[src/sv/spof_pkg.sv]
// ----------------------------------------------------------------------------
// spof_pkg
// Shared constants and codes for the suffix-prefix overlap finder.
// ----------------------------------------------------------------------------
`default_nettype none

package spof_pkg;

	localparam int DEF_MAX_LEN = 256;

	localparam int FUNC_W     = 2;
	localparam int BASE_W     = 8;
	localparam int MARK_W     = 9;
	localparam int SUP_W      = 16;
	localparam int CHROM_W    = 16;
	localparam int OFS_W      = 16;
	localparam int OLEN_W     = 9;
	localparam int MINSUP_W   = 17;
	localparam int MINOV_W    = 9;
	localparam int RATE_W     = 17;
	localparam int RATE_FRAC  = 16;

	localparam int PADDR_W    = 4;
	localparam int PDATA_W    = 32;
	localparam int REG_IDX_W  = 2;

	localparam logic [FUNC_W-1:0] FUNC_LOAD_FIRST  = 2'd0;
	localparam logic [FUNC_W-1:0] FUNC_LOAD_SECOND = 2'd1;
	localparam logic [FUNC_W-1:0] FUNC_RUN         = 2'd2;

	localparam logic [REG_IDX_W-1:0] REG_MIN_SUPPORT   = 2'd0;
	localparam logic [REG_IDX_W-1:0] REG_MIN_OVERLAP   = 2'd1;
	localparam logic [REG_IDX_W-1:0] REG_MISMATCH_RATE = 2'd2;

	localparam logic [OFS_W-1:0] OFS_MAX = 16'h7FFF;

endpackage

`default_nettype wire

[src/sv/spof_ram.sv]
// ----------------------------------------------------------------------------
// spof_ram
// Generic single-write, single-read RAM with registered read data.
// ----------------------------------------------------------------------------
`default_nettype none

module spof_ram #(
	parameter int WIDTH = 8,
	parameter int DEPTH = 256
) (
	input  wire logic                     clk,
	input  wire logic                     we,
	input  wire logic [$clog2(DEPTH)-1:0] waddr,
	input  wire logic [WIDTH-1:0]         wdata,
	input  wire logic [$clog2(DEPTH)-1:0] raddr,
	output logic      [WIDTH-1:0]         rdata
);

	logic [WIDTH-1:0] mem_q [DEPTH];
	logic [WIDTH-1:0] rdata_q;

	always_ff @(posedge clk) begin
		if (we) begin
			mem_q[waddr] <= wdata;
		end
		rdata_q <= mem_q[raddr];
	end

	assign rdata = rdata_q;

endmodule

`default_nettype wire

[src/sv/suffix_prefix_overlap_finder.sv]
// Load words are taken back to back; in_ready stays high while idle.
// A run word keeps in_ready low through the search: the shift bounds may end it, each
// shift below min_overlap is skipped, any other goes through shift, multiply, len reads,
// drain and verdict, through one store read port each and one mismatch counter.
// The result word waits in an output register; loads are taken meanwhile, a finished run holds.
// arst_n clears lengths, registers, sequencer and output valid; stores are not cleared.
// ----------------------------------------------------------------------------
// suffix_prefix_overlap_finder
// Loads two base sequences and searches the first suffix-prefix overlap of
// the proximal sequence onto the distal one within a mismatch budget.
// ----------------------------------------------------------------------------
`default_nettype none

module suffix_prefix_overlap_finder #(
	parameter int MAX_LEN = spof_pkg::DEF_MAX_LEN
) (
	input  wire logic                              clk,
	input  wire logic                              arst_n,

	input  wire logic                              psel,
	input  wire logic                              penable,
	input  wire logic                              pwrite,
	input  wire logic [spof_pkg::PADDR_W-1:0]      paddr,
	input  wire logic [spof_pkg::PDATA_W-1:0]      pwdata,
	output logic      [spof_pkg::PDATA_W-1:0]      prdata,
	output logic                                   pready,

	input  wire logic                              in_valid,
	output logic                                   in_ready,
	input  wire logic [spof_pkg::FUNC_W-1:0]       func,
	input  wire logic [spof_pkg::BASE_W-1:0]       base,
	input  wire logic [spof_pkg::MARK_W-1:0]       first_marker,
	input  wire logic [spof_pkg::MARK_W-1:0]       second_marker,
	input  wire logic [spof_pkg::SUP_W-1:0]        first_support,
	input  wire logic [spof_pkg::SUP_W-1:0]        second_support,
	input  wire logic [spof_pkg::CHROM_W-1:0]      first_chrom,
	input  wire logic [spof_pkg::CHROM_W-1:0]      second_chrom,
	input  wire logic                              first_is_proximal,
	input  wire logic signed [spof_pkg::OFS_W-1:0] offset_in,

	output logic                                   out_valid,
	input  wire logic                              out_ready,
	output logic      [spof_pkg::OLEN_W-1:0]       overlap_len,
	output logic signed [spof_pkg::OFS_W-1:0]      offset_out
);

	localparam int LEN_W  = $clog2(MAX_LEN + 1);
	localparam int AW     = $clog2(MAX_LEN);
	localparam int MW     = spof_pkg::MARK_W + 1;
	localparam int W      = ((LEN_W > spof_pkg::MARK_W) ? LEN_W : spof_pkg::MARK_W) + 2;
	localparam int PROD_W = spof_pkg::RATE_W + LEN_W;
	localparam int ALW_W  = PROD_W + 1;

	localparam logic [2:0] ST_IDLE  = 3'd0;
	localparam logic [2:0] ST_SHIFT = 3'd1;
	localparam logic [2:0] ST_MUL   = 3'd2;
	localparam logic [2:0] ST_CMP   = 3'd3;
	localparam logic [2:0] ST_DONE  = 3'd4;

	logic [2:0] state_q;

	logic [spof_pkg::MINSUP_W-1:0] min_support_q;
	logic [spof_pkg::MINOV_W-1:0]  min_overlap_q;
	logic [spof_pkg::RATE_W-1:0]   mismatch_rate_q;

	logic [LEN_W-1:0] first_len_q;
	logic [LEN_W-1:0] second_len_q;

	logic                           first_prox_q;
	logic [LEN_W-1:0]               lp_q;
	logic [LEN_W-1:0]               ld_q;
	logic [spof_pkg::MARK_W-1:0]    mp_q;
	logic [MW-1:0]                  m_q;
	logic [LEN_W-1:0]               len_q;
	logic [LEN_W-1:0]               start_q;
	logic [LEN_W-1:0]               idx_q;
	logic [LEN_W-1:0]               diff_q;
	logic [PROD_W-1:0]              prod_q;
	logic [LEN_W-1:0]               res_len_q;
	logic signed [spof_pkg::OFS_W-1:0] ofs_q;
	logic                           rd_vld_s1;

	logic                           out_valid_q;
	logic [spof_pkg::OLEN_W-1:0]    overlap_len_q;
	logic signed [spof_pkg::OFS_W-1:0] offset_out_q;

	logic in_acc;
	logic cfg_wr;
	logic run_ok;
	logic [spof_pkg::MINSUP_W-1:0] sup_sum;

	logic [W-1:0] m_w, lp_w, ld_w, mp_w, sum_w, len_w, start_w;
	logic         shift_ok;

	logic [AW-1:0]     prox_addr, dist_addr;
	logic [LEN_W:0]    prox_sum;
	logic [AW-1:0]     first_raddr, second_raddr;
	logic [spof_pkg::BASE_W-1:0] first_rdata, second_rdata;
	logic              first_we, second_we;
	logic              mismatch;
	logic              issue;
	logic [ALW_W-1:0]  allowed;
	logic              pass;

	// configuration port
	assign pready = 1'b1;
	assign cfg_wr = psel & penable & pwrite;

	always_ff @(posedge clk or negedge arst_n) begin
		if (!arst_n) begin
			min_support_q   <= '0;
			min_overlap_q   <= '0;
			mismatch_rate_q <= '0;
		end else if (cfg_wr) begin
			case (paddr[3:2])
				spof_pkg::REG_MIN_SUPPORT:
					min_support_q <= pwdata[spof_pkg::MINSUP_W-1:0];
				spof_pkg::REG_MIN_OVERLAP:
					min_overlap_q <= pwdata[spof_pkg::MINOV_W-1:0];
				spof_pkg::REG_MISMATCH_RATE:
					mismatch_rate_q <= pwdata[spof_pkg::RATE_W-1:0];
				default: ;
			endcase
		end
	end

	always_comb begin
		case (paddr[3:2])
			spof_pkg::REG_MIN_SUPPORT:
				prdata = spof_pkg::PDATA_W'(min_support_q);
			spof_pkg::REG_MIN_OVERLAP:
				prdata = spof_pkg::PDATA_W'(min_overlap_q);
			spof_pkg::REG_MISMATCH_RATE:
				prdata = spof_pkg::PDATA_W'(mismatch_rate_q);
			default:
				prdata = '0;
		endcase
	end

	// input side
	assign in_ready = (state_q == ST_IDLE);
	assign in_acc   = in_valid & in_ready;

	assign sup_sum = spof_pkg::MINSUP_W'(first_support) + spof_pkg::MINSUP_W'(second_support);
	assign run_ok  = (first_chrom == second_chrom) && (sup_sum >= min_support_q);

	assign first_we  = in_acc && (func == spof_pkg::FUNC_LOAD_FIRST)
		&& (first_len_q < LEN_W'(MAX_LEN));
	assign second_we = in_acc && (func == spof_pkg::FUNC_LOAD_SECOND)
		&& (second_len_q < LEN_W'(MAX_LEN));

	// shift bounds
	assign m_w     = W'(m_q);
	assign lp_w    = W'(lp_q);
	assign ld_w    = W'(ld_q);
	assign mp_w    = W'(mp_q);
	assign sum_w   = m_w + lp_w;
	assign len_w   = sum_w - mp_w;
	assign start_w = mp_w - m_w;
	assign shift_ok = (m_w <= mp_w) && (sum_w >= mp_w) && (len_w <= ld_w);

	// store reads
	assign issue     = (state_q == ST_CMP) && (idx_q < len_q);
	assign prox_sum  = (LEN_W + 1)'(start_q) + (LEN_W + 1)'(idx_q);
	assign prox_addr = prox_sum[AW-1:0];
	assign dist_addr = idx_q[AW-1:0];
	assign first_raddr  = first_prox_q ? prox_addr : dist_addr;
	assign second_raddr = first_prox_q ? dist_addr : prox_addr;
	assign mismatch     = (first_rdata != second_rdata);

	assign allowed = (ALW_W'(prod_q) + ALW_W'((1 << spof_pkg::RATE_FRAC) - 1))
		>> spof_pkg::RATE_FRAC;
	assign pass    = (ALW_W'(diff_q) <= allowed);

	spof_ram #(
		.WIDTH(spof_pkg::BASE_W),
		.DEPTH(MAX_LEN)
	) u_first_ram (
		.clk  (clk),
		.we   (first_we),
		.waddr(first_len_q[AW-1:0]),
		.wdata(base),
		.raddr(first_raddr),
		.rdata(first_rdata)
	);

	spof_ram #(
		.WIDTH(spof_pkg::BASE_W),
		.DEPTH(MAX_LEN)
	) u_second_ram (
		.clk  (clk),
		.we   (second_we),
		.waddr(second_len_q[AW-1:0]),
		.wdata(base),
		.raddr(second_raddr),
		.rdata(second_rdata)
	);

	// sequencer
	always_ff @(posedge clk or negedge arst_n) begin
		if (!arst_n) begin
			state_q      <= ST_IDLE;
			first_len_q  <= '0;
			second_len_q <= '0;
			rd_vld_s1    <= 1'b0;
			out_valid_q  <= 1'b0;
		end else begin
			rd_vld_s1 <= issue;
			if (out_valid_q && out_ready && (state_q != ST_DONE)) begin
				out_valid_q <= 1'b0;
			end
			case (state_q)
				ST_IDLE: begin
					if (first_we) begin
						first_len_q <= first_len_q + LEN_W'(1);
					end
					if (second_we) begin
						second_len_q <= second_len_q + LEN_W'(1);
					end
					if (in_acc && (func == spof_pkg::FUNC_RUN)) begin
						first_len_q  <= '0;
						second_len_q <= '0;
						state_q      <= run_ok ? ST_SHIFT : ST_DONE;
					end
				end
				ST_SHIFT: begin
					if (!shift_ok) begin
						state_q <= ST_DONE;
					end else if (len_w < W'(min_overlap_q)) begin
						state_q <= ST_SHIFT;
					end else begin
						state_q <= ST_MUL;
					end
				end
				ST_MUL: begin
					state_q <= ST_CMP;
				end
				ST_CMP: begin
					if (!issue && !rd_vld_s1) begin
						state_q <= pass ? ST_DONE : ST_SHIFT;
					end
				end
				ST_DONE: begin
					if (!out_valid_q || out_ready) begin
						out_valid_q <= 1'b1;
						state_q     <= ST_IDLE;
					end
				end
				default: begin
					state_q <= ST_IDLE;
				end
			endcase
		end
	end

	// datapath
	always_ff @(posedge clk) begin
		case (state_q)
			ST_IDLE: begin
				first_prox_q <= first_is_proximal;
				lp_q      <= first_is_proximal ? first_len_q : second_len_q;
				ld_q      <= first_is_proximal ? second_len_q : first_len_q;
				mp_q      <= first_is_proximal ? first_marker : second_marker;
				m_q       <= MW'(first_is_proximal ? second_marker : first_marker);
				ofs_q     <= offset_in;
				res_len_q <= '0;
			end
			ST_SHIFT: begin
				if (shift_ok) begin
					if (len_w < W'(min_overlap_q)) begin
						m_q <= m_q + MW'(1);
						if (ofs_q != spof_pkg::OFS_MAX) begin
							ofs_q <= ofs_q + spof_pkg::OFS_W'(1);
						end
					end
					len_q   <= len_w[LEN_W-1:0];
					start_q <= start_w[LEN_W-1:0];
				end
				idx_q  <= '0;
				diff_q <= '0;
			end
			ST_MUL: begin
				prod_q <= PROD_W'(mismatch_rate_q) * PROD_W'(len_q);
			end
			ST_CMP: begin
				if (issue) begin
					idx_q <= idx_q + LEN_W'(1);
				end
				if (rd_vld_s1 && mismatch) begin
					diff_q <= diff_q + LEN_W'(1);
				end
				if (!issue && !rd_vld_s1) begin
					if (pass) begin
						res_len_q <= len_q;
					end else begin
						m_q <= m_q + MW'(1);
						if (ofs_q != spof_pkg::OFS_MAX) begin
							ofs_q <= ofs_q + spof_pkg::OFS_W'(1);
						end
					end
				end
			end
			ST_DONE: begin
				if (!out_valid_q || out_ready) begin
					overlap_len_q <= spof_pkg::OLEN_W'(res_len_q);
					offset_out_q  <= ofs_q;
				end
			end
			default: ;
		endcase
	end

	assign out_valid   = out_valid_q;
	assign overlap_len = overlap_len_q;
	assign offset_out  = offset_out_q;

endmodule

`default_nettype wire

[config.mk]
export PLATFORM = sky130hd
export DESIGN_NAME = suffix_prefix_overlap_finder
export DESIGN_NICKNAME = d
export VERILOG_FILES = /design/src/sv/spof_pkg.sv /design/src/sv/spof_ram.sv /design/src/sv/suffix_prefix_overlap_finder.sv
export SDC_FILE = /design/constraint.sdc
export NUM_CORES = 2
export LEC_CHECK = 0
export ABC_CLOCK_PERIOD_IN_PS = 5000
export BUFFER_PORTS_ARGS = -buffer_cell sky130_fd_sc_hd__buf_2
export CAP_MARGIN = 20
export CELL_PAD_IN_SITES_DETAIL_PLACEMENT = 0
export CELL_PAD_IN_SITES_GLOBAL_PLACEMENT = 1
export CORE_MARGIN = 4
export CORE_UTILIZATION = 35
export CTS_BUF_LIST = sky130_fd_sc_hd__clkbuf_8 sky130_fd_sc_hd__clkbuf_16
export DETAILED_ROUTE_END_ITERATION = 7
export PLACE_DENSITY_LB_ADDON = 0.1
export SLEW_MARGIN = 0
export SYNTH_ARGS = -nofsm -noshare
export SYNTH_HDL_FRONTEND = slang
export SYNTH_SLANG_ARGS = --single-unit
export TNS_END_PERCENT = 10
[constraint.sdc]
create_clock -name clk -period 5 [get_ports clk]
set_input_delay 0.75 -clock clk [delete_from_list [all_inputs] [get_ports clk]]
set_output_delay 0.75 -clock clk [all_outputs]
set_load 0.03 [all_outputs]
==> run summary <==
The flow ran to the end, but the final reports show violations. The final reports fail on negative setup slack. The data arrival time of the critical path is 5.91 ns. The portion of synthesized cell area occupied by the leading cell type is 71.7%.

The layout overhead on the synthesized area is 16.7%. Summing every instance area after synthesis gives 178000 um2. The minimum setup slack in the final design is -0.156 ns.

The total wire length after detailed routing came out at 516000 um. The count of H-tree levels built during CTS is 5. In this run the clock root is driven by a sky130_fd_sc_hd__clkbuf_16. Counting every instance in the synthesized netlist gives 9518. The count of nets after finishing is 10800. The share of the core filled with cells in the final layout is 41.0%. After detailed routing, the average wire length per cell comes to 29.5 um.

The global routing stage identified its most utilized layer as met2. The top fanout value on the critical path is 3. The multi-input gate area in the final layout came out at 45600 um2. The total clock sinks is 4327.

In this run the worst hold path is classified as in -> reg. TritonCTS built the clock tree. In the global route stage, overall resource usage came out at 19.6%.

The top-level port count came out at 212. The maximum vdd ir drop came out at 0.473 mV. For this run the aggregate overflow at the end of global routing stands at 0. The worst-case clock buffer depth came out at 4. The area share of fa/ha/maj cells after synthesis is 2.42%. Global routing consumed, on the met2 layer, 32.3% of the routing resources. The congestion estimate from routability-driven global placement came to 0.854. The most critical setup path has its startpoint at mismatch_rate_q[4]$_DFFE_PN0P_. The final hold slack is 0.115 ns. The detailed placer's ending HPWL is 329000 um. Dividing total power by cell area gives a power density of 415 nW/um2.

Dividing the detail-routed via count by the number of cells gives 5.29. By count the netlist is led by sky130_fd_sc_hd__edfxtp_1, sky130_fd_sc_hd__mux4_2, sky130_fd_sc_hd__nand2_1, sky130_fd_sc_hd__nor2_1, sky130_fd_sc_hd__clkbuf_1. After clock tree synthesis, the clock-pin slew on the worst setup and hold paths is 0.06 ns. The number of buffers added by the clock tree synthesis step came out at 471. The insertion delay of the later-clocked pin in the worst-skew pair is 1.01 ns. The met3 global-route usage is 3.07%.

The fraction of the mapped netlist area in compound gates is 2.81%. The launch instance of the worst min-delay path is first_marker[0]. The share of the Yosys chip area taken by registers is 72.8%.

The first-pass iteration count of the detailed router is 6. In the synthesized netlist the dominant register cell turns out to be sky130_fd_sc_hd__edfxtp_1. After synthesis, the largest family of logic cells by area is multiplexers. The maximum frequency from static timing analysis is 194 MHz. The share of flip-flops with an asynchronous set or reset is 1.53%. After detailed routing, the number of remaining DRC violations is 0. The number of global-route vias before repair came out at 97500. In this run, synthesis inferred 4245 flip-flops with an integrated enable. After synthesis the netlist holds a flip-flop and latch count of 4327. The largest total area in the synthesized netlist belongs to sky130_fd_sc_hd__edfxtp_1. The initial detailed-routing violation count came out at 7976. The most frequent cell after synthesis is sky130_fd_sc_hd__edfxtp_1.

The maximum number of pins on one net before global-route repair came out at 162. The floorplan step defined a die boundary enclosing 519000 um2. Averaged over all synthesized cells, the footprint is 18.7 um2. The analysis attributes to cell leakage a power of 68.5 nW. Clock skew on the completed layout was measured at 0.0734 ns. Once the floorplan was initialized, standard cells occupied 35.2% of the core.

The hold-critical path depth is 2. Measured against its own limit, the worst slew margin works out to 22.2%. The kind of critical path is reg -> reg. The mux cell area share after synthesis came out at 14.2%.

Summing all flip-flop and latch instances after layout gives 129000 um2. The routed layout has 92500 vias. The synthesized-area fraction occupied by xor and xnor cells came out at 0.636%.

The sum of negative setup slack came out at -0.237 ns. The total power after layout came out at 0.0862 W. Setup repair after global routing could not meet its margin everywhere.

The area of the core came out at 506000 um2. In the post-synthesis netlist, the biggest area contributors are sky130_fd_sc_hd__edfxtp_1, sky130_fd_sc_hd__mux4_2, sky130_fd_sc_hd__nand2_1. The worst reg-to-reg path cell count is 19. The initial antenna violation count came to 33.

The origin of the critical flop-to-flop path is mismatch_rate_q[4]$_DFFE_PN0P_. The global routing met1 resource utilization is 27.4%. The first-pass GRT wire length came out at 737000 um. Fill cells in the final layout number 45100. The final number of max-transition violations was 0. The port buffer count came out at 178. The share of post-route cells with drive strength above 1 is 26.2%. The count of nets left with antenna violations after detail routing came out at 0.

The die width is 721 um. After synthesis, the netlist uses 92 different library cells. The period utilization is 103%. The final count of negative-setup-slack endpoints is 2. The actual slew at the worst max-slew pin is 1.17 ns. STA puts the critical path data required time at 5.75 ns. The post-layout minimum cycle time came out at 5.16 ns. The die is 721 um tall. The count of warnings emitted by yosys is 0.

Summing the areas of all and, or, nand and nor instances in the mapped netlist gives 5.09% of the synthesized area. The type of destination of the critical path is a flop. The kind of launch point of the worst setup path is a flop. The total number of placement rows came out at 261.

The final hold violation count came out at 0. The max-cap check violation count came out at 0.
state kept, by name, indices dropped and copies added (netlist names), 10 cells and up:
register	flops
offset_out	16
prod_q	26
mismatch_rate_q	17
ofs_q	16
min_support_q	17
m_q	10
u_second_ram.mem_q	2048
u_first_ram.mem_q	2048
what timing repair did:
| action | CTS | global route |
|---|---|---|
| buffers inserted | 27 | 5 |
| cloned | 0 | 1 |
| hold buffers | 33 | 0 |
| endpoints found under the hold margin | 114 | 0 |
| pin swaps | 36 | 27 |
| endpoints found under the setup margin | 31 | 54 |
| gates resized for setup | 50 | 50 |
per-stage QoR:
step	setup slack, ns	std cells	instance area [um2]
2_1_floorplan	-0.254	9532	178000
3_3_place_gp	-0.520	16500	191000
3_5_place_dp	-0.522	16500	191000
4_1_cts	-0.311	17500	207000
5_1_grt	-0.286	17500	207000
6_report	-0.156	17500	207000
kinds of logic (layout without fill, tap and decap cells):
group	Yosys count	in the layout
flip-flops	4327	4327
adder cells (fa/ha/maj)	277	277
XOR/XNOR	129	129
AO/OA/AOI/OAI	706	706
multiplexers	1236	1236
other	2	23
AND/OR/NAND/NOR	2099	2099
buffers and inverters	742	1991
layer usage:
layer	vias up	share of wire, %
met4	6	2.2
met3	597	5.2
met5	-	0.0078
met2	2355	48
li1	39800	-
met1	49800	44
worst paths after layout:
path / endpoint / slack, ns
worst max-delay path: prod_q[25]$_DFFE_PN_ / -0.16
worst min-delay path: mp_q[0]$_DFFE_PP_ / 0.12
worst max register to register: prod_q[25]$_DFFE_PN_ / -0.16
worst min register to register: overlap_len[0]$_DFFE_PP_ / 0.42
max in group asynchronous: first_len_q[7]$_DFFE_PN0P_ / 3.82
min in group asynchronous: min_support_q[13]$_DFFE_PN0P_ / 0.45
area by class of cell:
| cell class | instances | share of cell area [%] |
|---|---|---|
| Sequential cell | 4327 | 62.4 |
| Multi-Input combinational cell | 4463 | 22.0 |
| Clock buffer | 477 | 5.73 |
| Tap cell | 6706 | 4.04 |
| Timing Repair Buffer | 926 | 3.82 |
| Clock inverter | 395 | 1.67 |
| Inverter | 193 | 0.349 |
| Antenna cell | 7 | 0.00844 |
report_power, final:
part / internal (W) / leakage (nW) / switching [W]
Sequential: 0.0403 / 39.3 / 0.000203
Combinational: 0.00486 / 21.3 / 0.00624
Clock: 0.0200 / 7.87 / 0.0146
worst max-delay path: stages, from the launching register on:
cell                       delay (ns)
sky130_fd_sc_hd__dfrtp_2         0.42
sky130_fd_sc_hd__buf_6           0.12
sky130_fd_sc_hd__buf_4           0.12
sky130_fd_sc_hd__and2_4          0.15
sky130_fd_sc_hd__fa_1            0.52
sky130_fd_sc_hd__inv_2           0.05
sky130_fd_sc_hd__fa_1            0.58
sky130_fd_sc_hd__fa_1            0.46
sky130_fd_sc_hd__fa_1            0.56
sky130_fd_sc_hd__inv_1           0.06
sky130_fd_sc_hd__ha_2            0.17
sky130_fd_sc_hd__or2_4           0.22
sky130_fd_sc_hd__a311oi_2        0.18
sky130_fd_sc_hd__buf_4           0.16
sky130_fd_sc_hd__o311a_4         0.19
sky130_fd_sc_hd__o31ai_4         0.06
sky130_fd_sc_hd__or4_4           0.44
sky130_fd_sc_hd__a31o_4          0.24
sky130_fd_sc_hd__a21oi_4         0.11
sky130_fd_sc_hd__xnor2_1         0.08
placed cells by master (no fill, tap or decap), drive strengths merged, types with 51 or more instances in the layout:
cell	Yosys	final
a21oi	85	85
a22oi	68	68
a31oi	58	58
and2	69	69
and3	108	108
buf	330	891
bufinv	0	55
clkbuf	219	479
clkinv	0	211
dfrtp	66	66
edfxtp	4245	4245
fa	111	111
ha	166	166
inv	193	307
mux2	93	93
mux2i	119	119
mux4	1024	1024
nand2	858	858
nand3	191	191
nor2	675	675
nor3	53	53
o21ai	130	130
xnor2	78	78
xor2	51	51
(Power assumes the default switching activity.)
